`src/ppdrf_pkg.sv`:
```
// Shared constants and types for the ping-pong dma ring feeder.
// No dependencies; imported by the controller, the datapath and the top level.
`timescale 1ns / 1ps

package ppdrf_pkg;

   // ring geometry; two slots always stay held by the dma descriptors
   localparam int RING_DEPTH = 8;
   localparam int SLOT_W     = $clog2(RING_DEPTH);
   localparam int COUNT_W    = 4;
   localparam int TOTAL_W    = 32;
   localparam logic [COUNT_W-1:0] FREE_RESET = COUNT_W'(RING_DEPTH - 2);

   // item kinds
   localparam logic KIND_WRITE = 1'b0;
   localparam logic KIND_IRQ   = 1'b1;

   // descriptor codes
   localparam logic DESC_A = 1'b0;
   localparam logic DESC_B = 1'b1;

   // commands from the controller to the datapath
   typedef struct packed {
      logic capture;   // register the request fields
      logic execute;   // update ring state and the result registers
   } ctrl_cmd_type;

endpackage

```
`src/ppdrf_ctrl.sv`:
```
// Controller state machine for the ping-pong dma ring feeder.
// Depends on ppdrf_pkg; drives the command struct into ppdrf_datapath.
`timescale 1ns / 1ps

module ppdrf_ctrl (
   input  logic                   clock,
   input  logic                   reset,
   input  logic                   start,
   output logic                   busy,
   output logic                   rsp_valid,
   output ppdrf_pkg::ctrl_cmd_type cmd
);
   import ppdrf_pkg::*;

   typedef enum logic {
      ST_IDLE,
      ST_EXEC
   } state_type;

   state_type state_ff;
   state_type state_in;
   logic      rsp_valid_ff;
   logic      rsp_valid_in;

   // next state and strobe
   always_comb begin
      state_in     = state_ff;
      rsp_valid_in = 1'b0;
      cmd.capture  = 1'b0;
      cmd.execute  = 1'b0;
      unique case (state_ff)
         ST_IDLE: begin
            if (start) begin
               cmd.capture = 1'b1;
               state_in    = ST_EXEC;
            end
         end
         ST_EXEC: begin
            cmd.execute  = 1'b1;
            rsp_valid_in = 1'b1;
            state_in     = ST_IDLE;
         end
         default: begin
            state_in = ST_IDLE;
         end
      endcase
   end

   // state and registered strobe
   always_ff @(posedge clock) begin
      if (reset) begin
         state_ff     <= ST_IDLE;
         rsp_valid_ff <= 1'b0;
      end else begin
         state_ff     <= state_in;
         rsp_valid_ff <= rsp_valid_in;
      end
   end

   assign busy      = (state_ff != ST_IDLE);
   assign rsp_valid = rsp_valid_ff;

endmodule

```
`src/ppdrf_datapath.sv`:
```
// Ring counters, descriptor choice, underrun counters and result registers.
// Depends on ppdrf_pkg; commanded by ppdrf_ctrl.
`timescale 1ns / 1ps

module ppdrf_datapath (
   input  logic                            clock,
   input  logic                            reset,
   input  ppdrf_pkg::ctrl_cmd_type         cmd,
   input  logic                            req_kind,
   input  logic [ppdrf_pkg::COUNT_W-1:0]   req_chunk_count,
   input  logic                            req_status_busy_b,
   input  logic                            req_status_started_a,
   input  logic                            req_status_started_b,
   output logic [ppdrf_pkg::COUNT_W-1:0]   rsp_accepted_chunks,
   output logic                            rsp_first_target,
   output logic                            rsp_first_from_ring,
   output logic [2:0]                      rsp_first_slot,
   output logic                            rsp_second_valid,
   output logic                            rsp_second_from_ring,
   output logic [2:0]                      rsp_second_slot,
   output logic [ppdrf_pkg::TOTAL_W-1:0]   rsp_user_underrun_total,
   output logic [ppdrf_pkg::TOTAL_W-1:0]   rsp_irq_underrun_total,
   output logic [ppdrf_pkg::COUNT_W-1:0]   rsp_high_water,
   output logic [ppdrf_pkg::COUNT_W-1:0]   rsp_queued_chunks
);
   import ppdrf_pkg::*;

   // captured request
   logic               kind_ff;
   logic [COUNT_W-1:0] cnt_ff;
   logic               busy_b_ff;
   logic               st_a_ff;
   logic               st_b_ff;

   // ring state
   logic [COUNT_W-1:0] queued_ff, queued_in;
   logic [COUNT_W-1:0] free_ff, free_in;
   logic [SLOT_W-1:0]  head_ff, head_in;
   logic [SLOT_W-1:0]  tail_ff, tail_in;
   logic               good_ff, good_in;
   logic [TOTAL_W-1:0] user_ur_ff, user_ur_in;
   logic [TOTAL_W-1:0] irq_ur_ff, irq_ur_in;
   logic [COUNT_W-1:0] hwm_ff, hwm_in;

   // result registers
   logic [COUNT_W-1:0] acc_ff, acc_in;
   logic               ft_ff, ft_in;
   logic               fr_ff, fr_in;
   logic [SLOT_W-1:0]  fs_ff, fs_in;
   logic               sv_ff, sv_in;
   logic               sr_ff, sr_in;
   logic [SLOT_W-1:0]  ss_ff, ss_in;

   // intermediates
   logic [COUNT_W-1:0] accepted;
   logic [COUNT_W-1:0] q_write;
   logic [SLOT_W:0]    head_sum;
   logic               a_first;
   logic               first_r;
   logic [SLOT_W-1:0]  tail1;
   logic [COUNT_W-1:0] q1;
   logic               sec_v;
   logic               sec_r;
   logic [SLOT_W-1:0]  tail2;

   function automatic logic [SLOT_W-1:0] slot_inc(input logic [SLOT_W-1:0] s);
      logic [SLOT_W:0] nxt;
      nxt = {1'b0, s} + 1'b1;
      if (nxt >= (SLOT_W+1)'(RING_DEPTH)) begin
         return '0;
      end
      return nxt[SLOT_W-1:0];
   endfunction

   // write transfer: clip to free slots and advance the head
   always_comb begin
      accepted = (cnt_ff < free_ff) ? cnt_ff : free_ff;
      q_write  = queued_ff + accepted;
      head_sum = {1'b0, head_ff} + (SLOT_W+1)'(accepted);
      if (head_sum >= (SLOT_W+1)'(RING_DEPTH)) begin
         head_sum = head_sum - (SLOT_W+1)'(RING_DEPTH);
      end
   end

   // interrupt transfer: pick descriptors and pull up to two slots
   always_comb begin
      a_first = (busy_b_ff && st_b_ff) || (!busy_b_ff && !st_a_ff);
      first_r = (queued_ff != '0);
      tail1   = first_r ? slot_inc(tail_ff) : tail_ff;
      q1      = queued_ff - COUNT_W'(first_r);
      sec_v   = a_first ? !st_b_ff : !st_a_ff;
      sec_r   = sec_v && (q1 != '0);
      tail2   = sec_r ? slot_inc(tail1) : tail1;
   end

   // next state and result values
   always_comb begin
      queued_in  = queued_ff;
      free_in    = free_ff;
      head_in    = head_ff;
      tail_in    = tail_ff;
      good_in    = good_ff;
      user_ur_in = user_ur_ff;
      irq_ur_in  = irq_ur_ff;
      hwm_in     = hwm_ff;
      acc_in     = '0;
      ft_in      = DESC_A;
      fr_in      = 1'b0;
      fs_in      = '0;
      sv_in      = 1'b0;
      sr_in      = 1'b0;
      ss_in      = '0;
      case (kind_ff)
         KIND_WRITE: begin
            acc_in    = accepted;
            queued_in = q_write;
            free_in   = free_ff - accepted;
            head_in   = head_sum[SLOT_W-1:0];
            good_in   = 1'b1;
            if (q_write > hwm_ff) begin
               hwm_in = q_write;
            end
         end
         default: begin
            ft_in = a_first ? DESC_A : DESC_B;
            fr_in = first_r;
            fs_in = first_r ? tail_ff : '0;
            if (!first_r && good_ff) begin
               good_in    = 1'b0;
               user_ur_in = user_ur_ff + 1'b1;
            end
            sv_in = sec_v;
            sr_in = sec_r;
            ss_in = sec_r ? tail1 : '0;
            if (sec_v) begin
               irq_ur_in = irq_ur_ff + 1'b1;
            end
            tail_in   = tail2;
            queued_in = q1 - COUNT_W'(sec_r);
            free_in   = free_ff + COUNT_W'(first_r) + COUNT_W'(sec_r);
         end
      endcase
   end

   // request capture
   always_ff @(posedge clock) begin
      if (cmd.capture) begin
         kind_ff   <= req_kind;
         cnt_ff    <= req_chunk_count;
         busy_b_ff <= req_status_busy_b;
         st_a_ff   <= req_status_started_a;
         st_b_ff   <= req_status_started_b;
      end
   end

   // ring state update
   always_ff @(posedge clock) begin
      if (reset) begin
         queued_ff  <= '0;
         free_ff    <= FREE_RESET;
         head_ff    <= '0;
         tail_ff    <= '0;
         good_ff    <= 1'b0;
         user_ur_ff <= '0;
         irq_ur_ff  <= '0;
         hwm_ff     <= '0;
      end else if (cmd.execute) begin
         queued_ff  <= queued_in;
         free_ff    <= free_in;
         head_ff    <= head_in;
         tail_ff    <= tail_in;
         good_ff    <= good_in;
         user_ur_ff <= user_ur_in;
         irq_ur_ff  <= irq_ur_in;
         hwm_ff     <= hwm_in;
      end
   end

   // result registers
   always_ff @(posedge clock) begin
      if (cmd.execute) begin
         acc_ff <= acc_in;
         ft_ff  <= ft_in;
         fr_ff  <= fr_in;
         fs_ff  <= fs_in;
         sv_ff  <= sv_in;
         sr_ff  <= sr_in;
         ss_ff  <= ss_in;
      end
   end

   assign rsp_accepted_chunks     = acc_ff;
   assign rsp_first_target        = ft_ff;
   assign rsp_first_from_ring     = fr_ff;
   assign rsp_first_slot          = 3'(fs_ff);
   assign rsp_second_valid        = sv_ff;
   assign rsp_second_from_ring    = sr_ff;
   assign rsp_second_slot         = 3'(ss_ff);
   assign rsp_user_underrun_total = user_ur_ff;
   assign rsp_irq_underrun_total  = irq_ur_ff;
   assign rsp_high_water          = hwm_ff;
   assign rsp_queued_chunks       = queued_ff;

endmodule

```
`src/ping_pong_dma_ring_feeder_unit.sv`:
```
// Top level of the ping-pong dma ring feeder.
// Depends on ppdrf_pkg, ppdrf_ctrl and ppdrf_datapath.
`timescale 1ns / 1ps

// A transfer is taken when start is high and busy is low. The block then
// stays busy while the datapath updates the ring counters, and the result
// appears on the rsp_ ports for exactly one cycle, marked by rsp_valid,
// once the controller has left its execute state. A new request may be
// accepted in that same cycle, while the result shows; no request is taken
// while busy is high, as set by the two-state controller (capture, then
// execute). The receiver cannot stall: it must take each result in the
// cycle that rsp_valid is high. Reset is synchronous; after it the ring is
// empty with ring depth minus two free slots.
module ping_pong_dma_ring_feeder_unit (
   input  logic                            clock,
   input  logic                            reset,
   input  logic                            start,
   output logic                            busy,
   input  logic                            req_kind,
   input  logic [ppdrf_pkg::COUNT_W-1:0]   req_chunk_count,
   input  logic                            req_status_busy_b,
   input  logic                            req_status_started_a,
   input  logic                            req_status_started_b,
   output logic                            rsp_valid,
   output logic [ppdrf_pkg::COUNT_W-1:0]   rsp_accepted_chunks,
   output logic                            rsp_first_target,
   output logic                            rsp_first_from_ring,
   output logic [2:0]                      rsp_first_slot,
   output logic                            rsp_second_valid,
   output logic                            rsp_second_from_ring,
   output logic [2:0]                      rsp_second_slot,
   output logic [ppdrf_pkg::TOTAL_W-1:0]   rsp_user_underrun_total,
   output logic [ppdrf_pkg::TOTAL_W-1:0]   rsp_irq_underrun_total,
   output logic [ppdrf_pkg::COUNT_W-1:0]   rsp_high_water,
   output logic [ppdrf_pkg::COUNT_W-1:0]   rsp_queued_chunks
);
   import ppdrf_pkg::*;

   ctrl_cmd_type cmd;

   // controller
   ppdrf_ctrl u_ctrl (
      .clock     (clock),
      .reset     (reset),
      .start     (start),
      .busy      (busy),
      .rsp_valid (rsp_valid),
      .cmd       (cmd)
   );

   // datapath
   ppdrf_datapath u_datapath (
      .clock                   (clock),
      .reset                   (reset),
      .cmd                     (cmd),
      .req_kind                (req_kind),
      .req_chunk_count         (req_chunk_count),
      .req_status_busy_b       (req_status_busy_b),
      .req_status_started_a    (req_status_started_a),
      .req_status_started_b    (req_status_started_b),
      .rsp_accepted_chunks     (rsp_accepted_chunks),
      .rsp_first_target        (rsp_first_target),
      .rsp_first_from_ring     (rsp_first_from_ring),
      .rsp_first_slot          (rsp_first_slot),
      .rsp_second_valid        (rsp_second_valid),
      .rsp_second_from_ring    (rsp_second_from_ring),
      .rsp_second_slot         (rsp_second_slot),
      .rsp_user_underrun_total (rsp_user_underrun_total),
      .rsp_irq_underrun_total  (rsp_irq_underrun_total),
      .rsp_high_water          (rsp_high_water),
      .rsp_queued_chunks       (rsp_queued_chunks)
   );

   // an accepted transfer makes the block busy next cycle
   assert property (@(posedge clock) disable iff (reset)
      (start && !busy) |=> busy)
      else $error("accepted transfer did not raise busy");

   // every busy cycle ends in exactly one result strobe
   assert property (@(posedge clock) disable iff (reset)
      busy |=> (rsp_valid && !busy))
      else $error("busy cycle not followed by a result");

   // a result strobe is always directly preceded by a busy cycle
   assert property (@(posedge clock) disable iff (reset)
      rsp_valid |-> $past(busy))
      else $error("result strobe without a transfer in flight");

   // the queue never holds more than the ring minus the two dma slots
   assert property (@(posedge clock) disable iff (reset)
      rsp_valid |-> (rsp_queued_chunks <= FREE_RESET && rsp_high_water <= FREE_RESET))
      else $error("queued count beyond ring capacity");

endmodule

```
`config.mk`:
```
export PLATFORM = sky130hd
export DESIGN_NAME = ping_pong_dma_ring_feeder_unit
export DESIGN_NICKNAME = d
export VERILOG_FILES = /design/src/ppdrf_pkg.sv /design/src/ppdrf_ctrl.sv /design/src/ppdrf_datapath.sv /design/src/ping_pong_dma_ring_feeder_unit.sv
export SDC_FILE = /design/constraint.sdc
export NUM_CORES = 1
export LEC_CHECK = 0
export BUFFER_PORTS_ARGS = -buffer_cell sky130_fd_sc_hd__buf_4
export CAP_MARGIN = 30
export CORE_AREA = 2 2 86 150
export DETAILED_ROUTE_END_ITERATION = 16
export DIE_AREA = 0 0 88 152
export HOLD_SLACK_MARGIN = 0.1
export PLACE_DENSITY = 0.75
export SYNTH_ARGS = -nofsm -noshare
export SYNTH_HDL_FRONTEND = slang
export SYNTH_SLANG_ARGS = --single-unit
```
`constraint.sdc`:
```
create_clock -name clock -period 4.4 [get_ports clock]
set_input_delay 0 -clock clock [delete_from_list [all_inputs] [get_ports clock]]
set_output_delay 0 -clock clock [all_outputs]
set_load 0.02 [all_outputs]
```
=== Word level (Yosys, flattened, before mapping) ===
Index checks and enable logic that the tools add are counted.

* Order comparisons: 4
* Eq/ne operators: 1
* Muxes and demuxes: 19
* Bitwise logic cells: 2
* Reductions and logical operators: 18
* Add/subtract/negate cells: 10

{| class="wikitable"
|+ Operators with widths
! operator !! count
|-
| $add A32 B1 Y32 const B || 2
|-
| $mux W3 || 6
|-
| $mux W4 || 3
|-
| $mux W1 || 9
|-
| $reduce_and A3 Y1 || 3
|-
| $add A3 B1 Y4 const B || 2
|-
| $add A4 B1 Y4 || 2
|-
| $ge A4 B4 Y1 const B || 2
|-
| $reduce_and A2 Y1 || 4
|-
| $reduce_bool A4 Y1 || 2
|-
| $sub A4 B1 Y4 || 2
|-
| $add A4 B4 Y4 || 1
|-
| $gt A4 B4 Y1 || 1
|-
| $logic_and A1 B1 Y1 || 4
|-
| $logic_not A1 Y1 || 4
|-
| $lt A4 B4 Y1 || 1
|-
| $sub A4 B4 Y4 || 1
|-
| $ne A2 B2 Y1 const B || 1
|-
| $not A1 Y1 || 2
|-
| $pmux W1 S2 || 1
|-
| $logic_or A1 B1 Y1 || 1
|}

* Input port bits: 11
* Bits in registers: 104
* Output and inout port bits: 88
* Logic and storage cells: 75

=== Depth between registers and ports, before layout ===
* Word-level depth: 10
* Gate-level depth with buffers: 15
* Gate-level depth less buffers: 15

=== By module ===
From an unflattened synthesis, not the netlist that was laid out.

* Cell total of the unflattened synthesis: 576
* Area total of the unflattened synthesis: 5328.9 um^2

{| class="wikitable"
|+ By module, submodules not included
! module !! instances !! seq. area each (um^2) !! area each (um^2) !! cells an instance
|-
| ppdrf_datapath || 1 || 2262.2 || 5246.3 || 569
|-
| ppdrf_ctrl || 1 || 40.0 || 82.6 || 7
|}

=== Least setup slack after synthesis ===
OpenSTA, ideal clock, no wires.

* Path kind: register to register
* From: register u_datapath.free_ff[1]
* To: register u_datapath.hwm_ff[0], in the netlist u_datapath.rsp_high_water[0]
* Period minus slack after synthesis: 3772 ps
* Required time: 4328 ps
* Path buffers: 0
* Arrival: 3700 ps
* Stages on the path, launching flop included: 15
* Setup time: 72 ps
* Path slack: 628 ps
* Cells stage by stage: dfxtp_1 inv_1 ha_1 a21o_1 a21o_1 a21oi_2 mux2_2 ha_1 fa_1 ha_1 nor2b_1 o21a_1 o21ai_0 a21oi_1 mux2i_1

* Longest elaborated chain between the ends: 5

{| class="wikitable"
|+ RTL lines
! element !! line !! RTL
|-
| start, declared || ppdrf_datapath.sv:37 || <nowiki>logic [COUNT_W-1:0] free_ff, free_in;</nowiki>
|-
| start signal, assigned || ppdrf_datapath.sv:169 || <nowiki>free_ff <= free_in;</nowiki>
|-
| $lt A4 B4 Y1 || ppdrf_datapath.sv:77 || <nowiki>accepted = (cnt_ff < free_ff) ? cnt_ff : free_ff;</nowiki>
|-
| $mux W4 || ppdrf_datapath.sv:77 ||
|-
| named net u_datapath.accepted[0] || ppdrf_datapath.sv:55 || <nowiki>logic [COUNT_W-1:0] accepted;</nowiki>
|-
| $add A4 B4 Y4 || ppdrf_datapath.sv:78 || <nowiki>q_write = queued_ff + accepted;</nowiki>
|-
| named net u_datapath.q_write[1] || ppdrf_datapath.sv:56 || <nowiki>logic [COUNT_W-1:0] q_write;</nowiki>
|-
| $gt A4 B4 Y1 || ppdrf_datapath.sv:120 || <nowiki>if (q_write > hwm_ff) begin</nowiki>
|-
| $reduce_and A3 Y1 (no source line) || n/a ||
|-
| end signal, assigned || ppdrf_datapath.sv:175 || <nowiki>hwm_ff <= hwm_in;</nowiki>
|-
| end, declared || ppdrf_datapath.sv:43 || <nowiki>logic [COUNT_W-1:0] hwm_ff, hwm_in;</nowiki>
|}

The timed path passes the listed nets, and every way through them passes these cells.
A chain may end at the register's enable or synchronous reset.

=== Worst setup path in the final report ===
Same ends and word-level chain as after synthesis.

==> results_dict.tcl <==
set metrics [dict create \
    worstMarginPinSlew_ns 0.8908 \
    drc 0 \
    grt_pass1_vias 4506 \
    timing.fmax_mhz 251.1 \
    grt-busiest-layer "met2" \
    crit_arrival_ns 4.25 \
    drt-vias-per-instance 5.309 \
    holdWs_ns 0.2113 \
    gr-total-overflow 0 \
    crit_fanout 9 \
    synth_cell_types 53 \
    antenna_found_initial 0 \
    fill_cells 1079 \
    avgRoutedWirePerCell_um 14.96 \
    clock_latency_ns 0.34 \
    rsz0062_at_grt "no" \
    endpoint_kind "register" \
    holdBufCountCts 8 \
    report.final.slew_viol_count 0 \
    first_pass_iters 4 \
    ys_top_cells_by_area "dfxtp_1, edfxtp_1, ha_1" \
    placed_area_um2 6246 \
    die_h_um 152 \
    use_met1_pct 21.04 \
    hp-class "in2reg" \
    grt_use_total_pct 19.46 \
    worstSetupStartpoint "u_datapath.free_ff[1]$_SDFFE_PP1P_" \
    cts.path.max_buffers 2 \
    status "finished clean" \
    setup-violations-final 0 \
    synth_cells 574 \
    slew_headroom_pct 40.61 \
    fin_area_um2 6608 \
    cts.clk_slew.worst_paths_ns 0.07 \
    design.core.area_um2 12230 \
    cts_tree "yes" \
    finalSetupTns_ns 0 \
    yosysSeqAreaShare_pct 43.01 \
    p_total_mw 2.126 \
    cts_num_sinks 104 \
    grt_pass1_wl_mm 20.94 \
    numCtsBuffers 9 \
    cts_max_level 3 \
    crit_type "reg2reg" \
    diodes 0 \
    r2r_start "u_datapath.free_ff[1]$_SDFFE_PP1P_" \
    detail-route-antenna-nets 0 \
    fin_nets 713 \
    drive_gt1_share_pct 20.74 \
    io_pins 99 \
    cts_resized 0 \
    syn_area_per_cell_um2 9.325 \
    use_met2_pct 35.14 \
    start_util_pct 43.77 \
    grt_max_degree 88 \
    synth_top_cell_area_share_pct 30.67 \
    port_buffers 98 \
    rows 54 \
    synth_nets 612 \
    p_leak_nw 2.718 \
    synth_edf_count 22 \
    skew_ns 0.009725 \
    power.density_nw_per_um2 321.7 \
    irDropWorstVdd_mv 0.2289 \
    yosysWarnings 0 \
    fp.dieArea_um2 13380 \
    place.gp.congestion 0.9278 \
    area_growth_pct 23.45 \
    drv_cap 0 \
    finalCriticalPeriod_ns 3.982 \
    fp.dieW_um 88 \
    yosysTopAreaCell "dfxtp_1" \
    synthArstFlopShare_pct 0 \
    wl_mm 12.69 \
    post-cts-setup-buffers 0 \
    gr-usage-met3_pct 3.694 \
    hpwl_mm 9.141 \
    cts_root_buffer "clkbuf_16" \
    synth_ff_type "dfxtp_1" \
    hold_viol 0 \
    vias 4502 \
    critPathRequiredTime_ns 4.66 \
    dr.first_iter.drc_count 159 \
    synth.cell_area_um2 5353 \
    fin_crit_sh_pct 90.51 \
    hp-start "reset" \
    setup.worst_path.start_class "register" \
    ys_seq_elements 104 \
]
[kinds of logic (layout without fill, tap and decap cells)]
family	count (synthesis)	in the layout	share of synthesized area, %
adder cells (fa/ha/maj)	27	27	6.732
buffers and inverters	57	163	4.745
multiplexers	22	22	4.207
flip-flops	104	104	43.01
AND/OR/NAND/NOR	251	251	25.20
XOR/XNOR	62	62	10.14
AO/OA/AOI/OAI	51	51	5.961
[cells in the final DEF, fill, tap and decap left out, types with 21 or more instances in the layout]
| cell | instances |
|---|---|
| nor2_1 | 78 |
| dfxtp_1 | 82 |
| nand4_1 | 21 |
| edfxtp_1 | 22 |
| buf_4 | 106 |
| xnor2_1 | 32 |
| ha_1 | 24 |
| nand3_1 | 31 |
| inv_1 | 32 |
| nand2_1 | 37 |
| xor2_1 | 30 |
[synthesized netlist by cell type, types with 3 or more instances]
master / count
edfxtp_1: 22
nor2_1: 78
or3_1: 7
a21oi_1: 19
and4_1: 9
nand4_1: 21
buf_2: 3
dfxtp_1: 82
xor2_1: 30
xnor2_1: 32
mux2_2: 4
clkbuf_1: 15
nand2_1: 37
and3_1: 15
fa_1: 3
nor3_1: 5
nand3_1: 31
ha_1: 24
nand2b_1: 12
nor2b_1: 8
or2_2: 3
o21ai_0: 10
a21o_1: 8
buf_1: 3
inv_1: 32
nor4_1: 8
and2_1: 5
mux2i_1: 18
[cell type report]
class                   instances  area (um2)  share of cell area, %
clock buffers                  10       229.0                  3.465
multi-input cells             413        2809                  42.51
clock inverters                 6       52.55                 0.7953
repair buffers                114       875.8                  13.26
well taps                     168       210.2                  3.181
inverters                      33       128.9                  1.950
flip-flops and latches        104        2302                  34.84
[sequential cells by signal (all words and copies together), names as in the netlist, 3 cells and up]
register / count
u_datapath.rsp_queued_chunks: 4
u_datapath.rsp_second_slot: 3
u_datapath.free_ff: 4
u_datapath.rsp_accepted_chunks: 4
u_datapath.rsp_first_slot: 3
u_datapath.rsp_user_underrun_total: 32
u_datapath.cnt_ff: 4
u_datapath.tail_ff: 3
u_datapath.rsp_high_water: 4
u_datapath.rsp_irq_underrun_total: 32
[per-layer routing]
layer	wire (um)	share of wire [%]
met5	0	0
met3	491	3.9
met2	6983	55
met1	4819	38
met4	395	3.1
[worst paths after layout]
check / to / slack, ns / cells after the start
max reg2reg: u_datapath.rsp_high_water[0]$_SDFFE_PP0P_ / 0.42 / 14
min: u_datapath.rsp_queued_chunks[2]$_SDFFE_PP0P_ / 0.21 / 2
max: u_datapath.rsp_high_water[0]$_SDFFE_PP0P_ / 0.42 / 14
min reg2reg: u_datapath.rsp_irq_underrun_total[31]$_SDFFE_PP0P_ / 0.50 / 2
[critical path, stage by stage (launching register included)]
cell     delay [ns]
dfxtp_1        0.51
inv_1          0.10
ha_1           0.31
a21o_1         0.16
a21o_1         0.18
a21oi_2        0.20
mux2_2         0.37
ha_1           0.21
fa_1           0.49
ha_1           0.33
nor2b_1        0.15
o21a_1         0.12
o21ai_0        0.07
a21oi_1        0.46
mux2i_1        0.26
[report_power, final]
part / total (mW) / internal [mW] / switching (mW) / leakage [nW]
clock: 0.765 / 0.394 / 0.372 / 0.139
combinational: 0.337 / 0.144 / 0.193 / 1.70
sequential: 1.02 / 0.997 / 0.0267 / 0.874
[per-stage QoR]
stage          setup slack, ns  cells  util (%)
6_report                0.4177    848     54.03
5_1_grt                 0.1478    848     54.03
4_1_cts                 0.3959    848     54.03
3_5_place_dp            0.4587    824     51.07
3_3_place_gp            0.6741    822     50.95
2_1_floorplan           0.6280    574         -
Power figures use the tool's default switching activity.
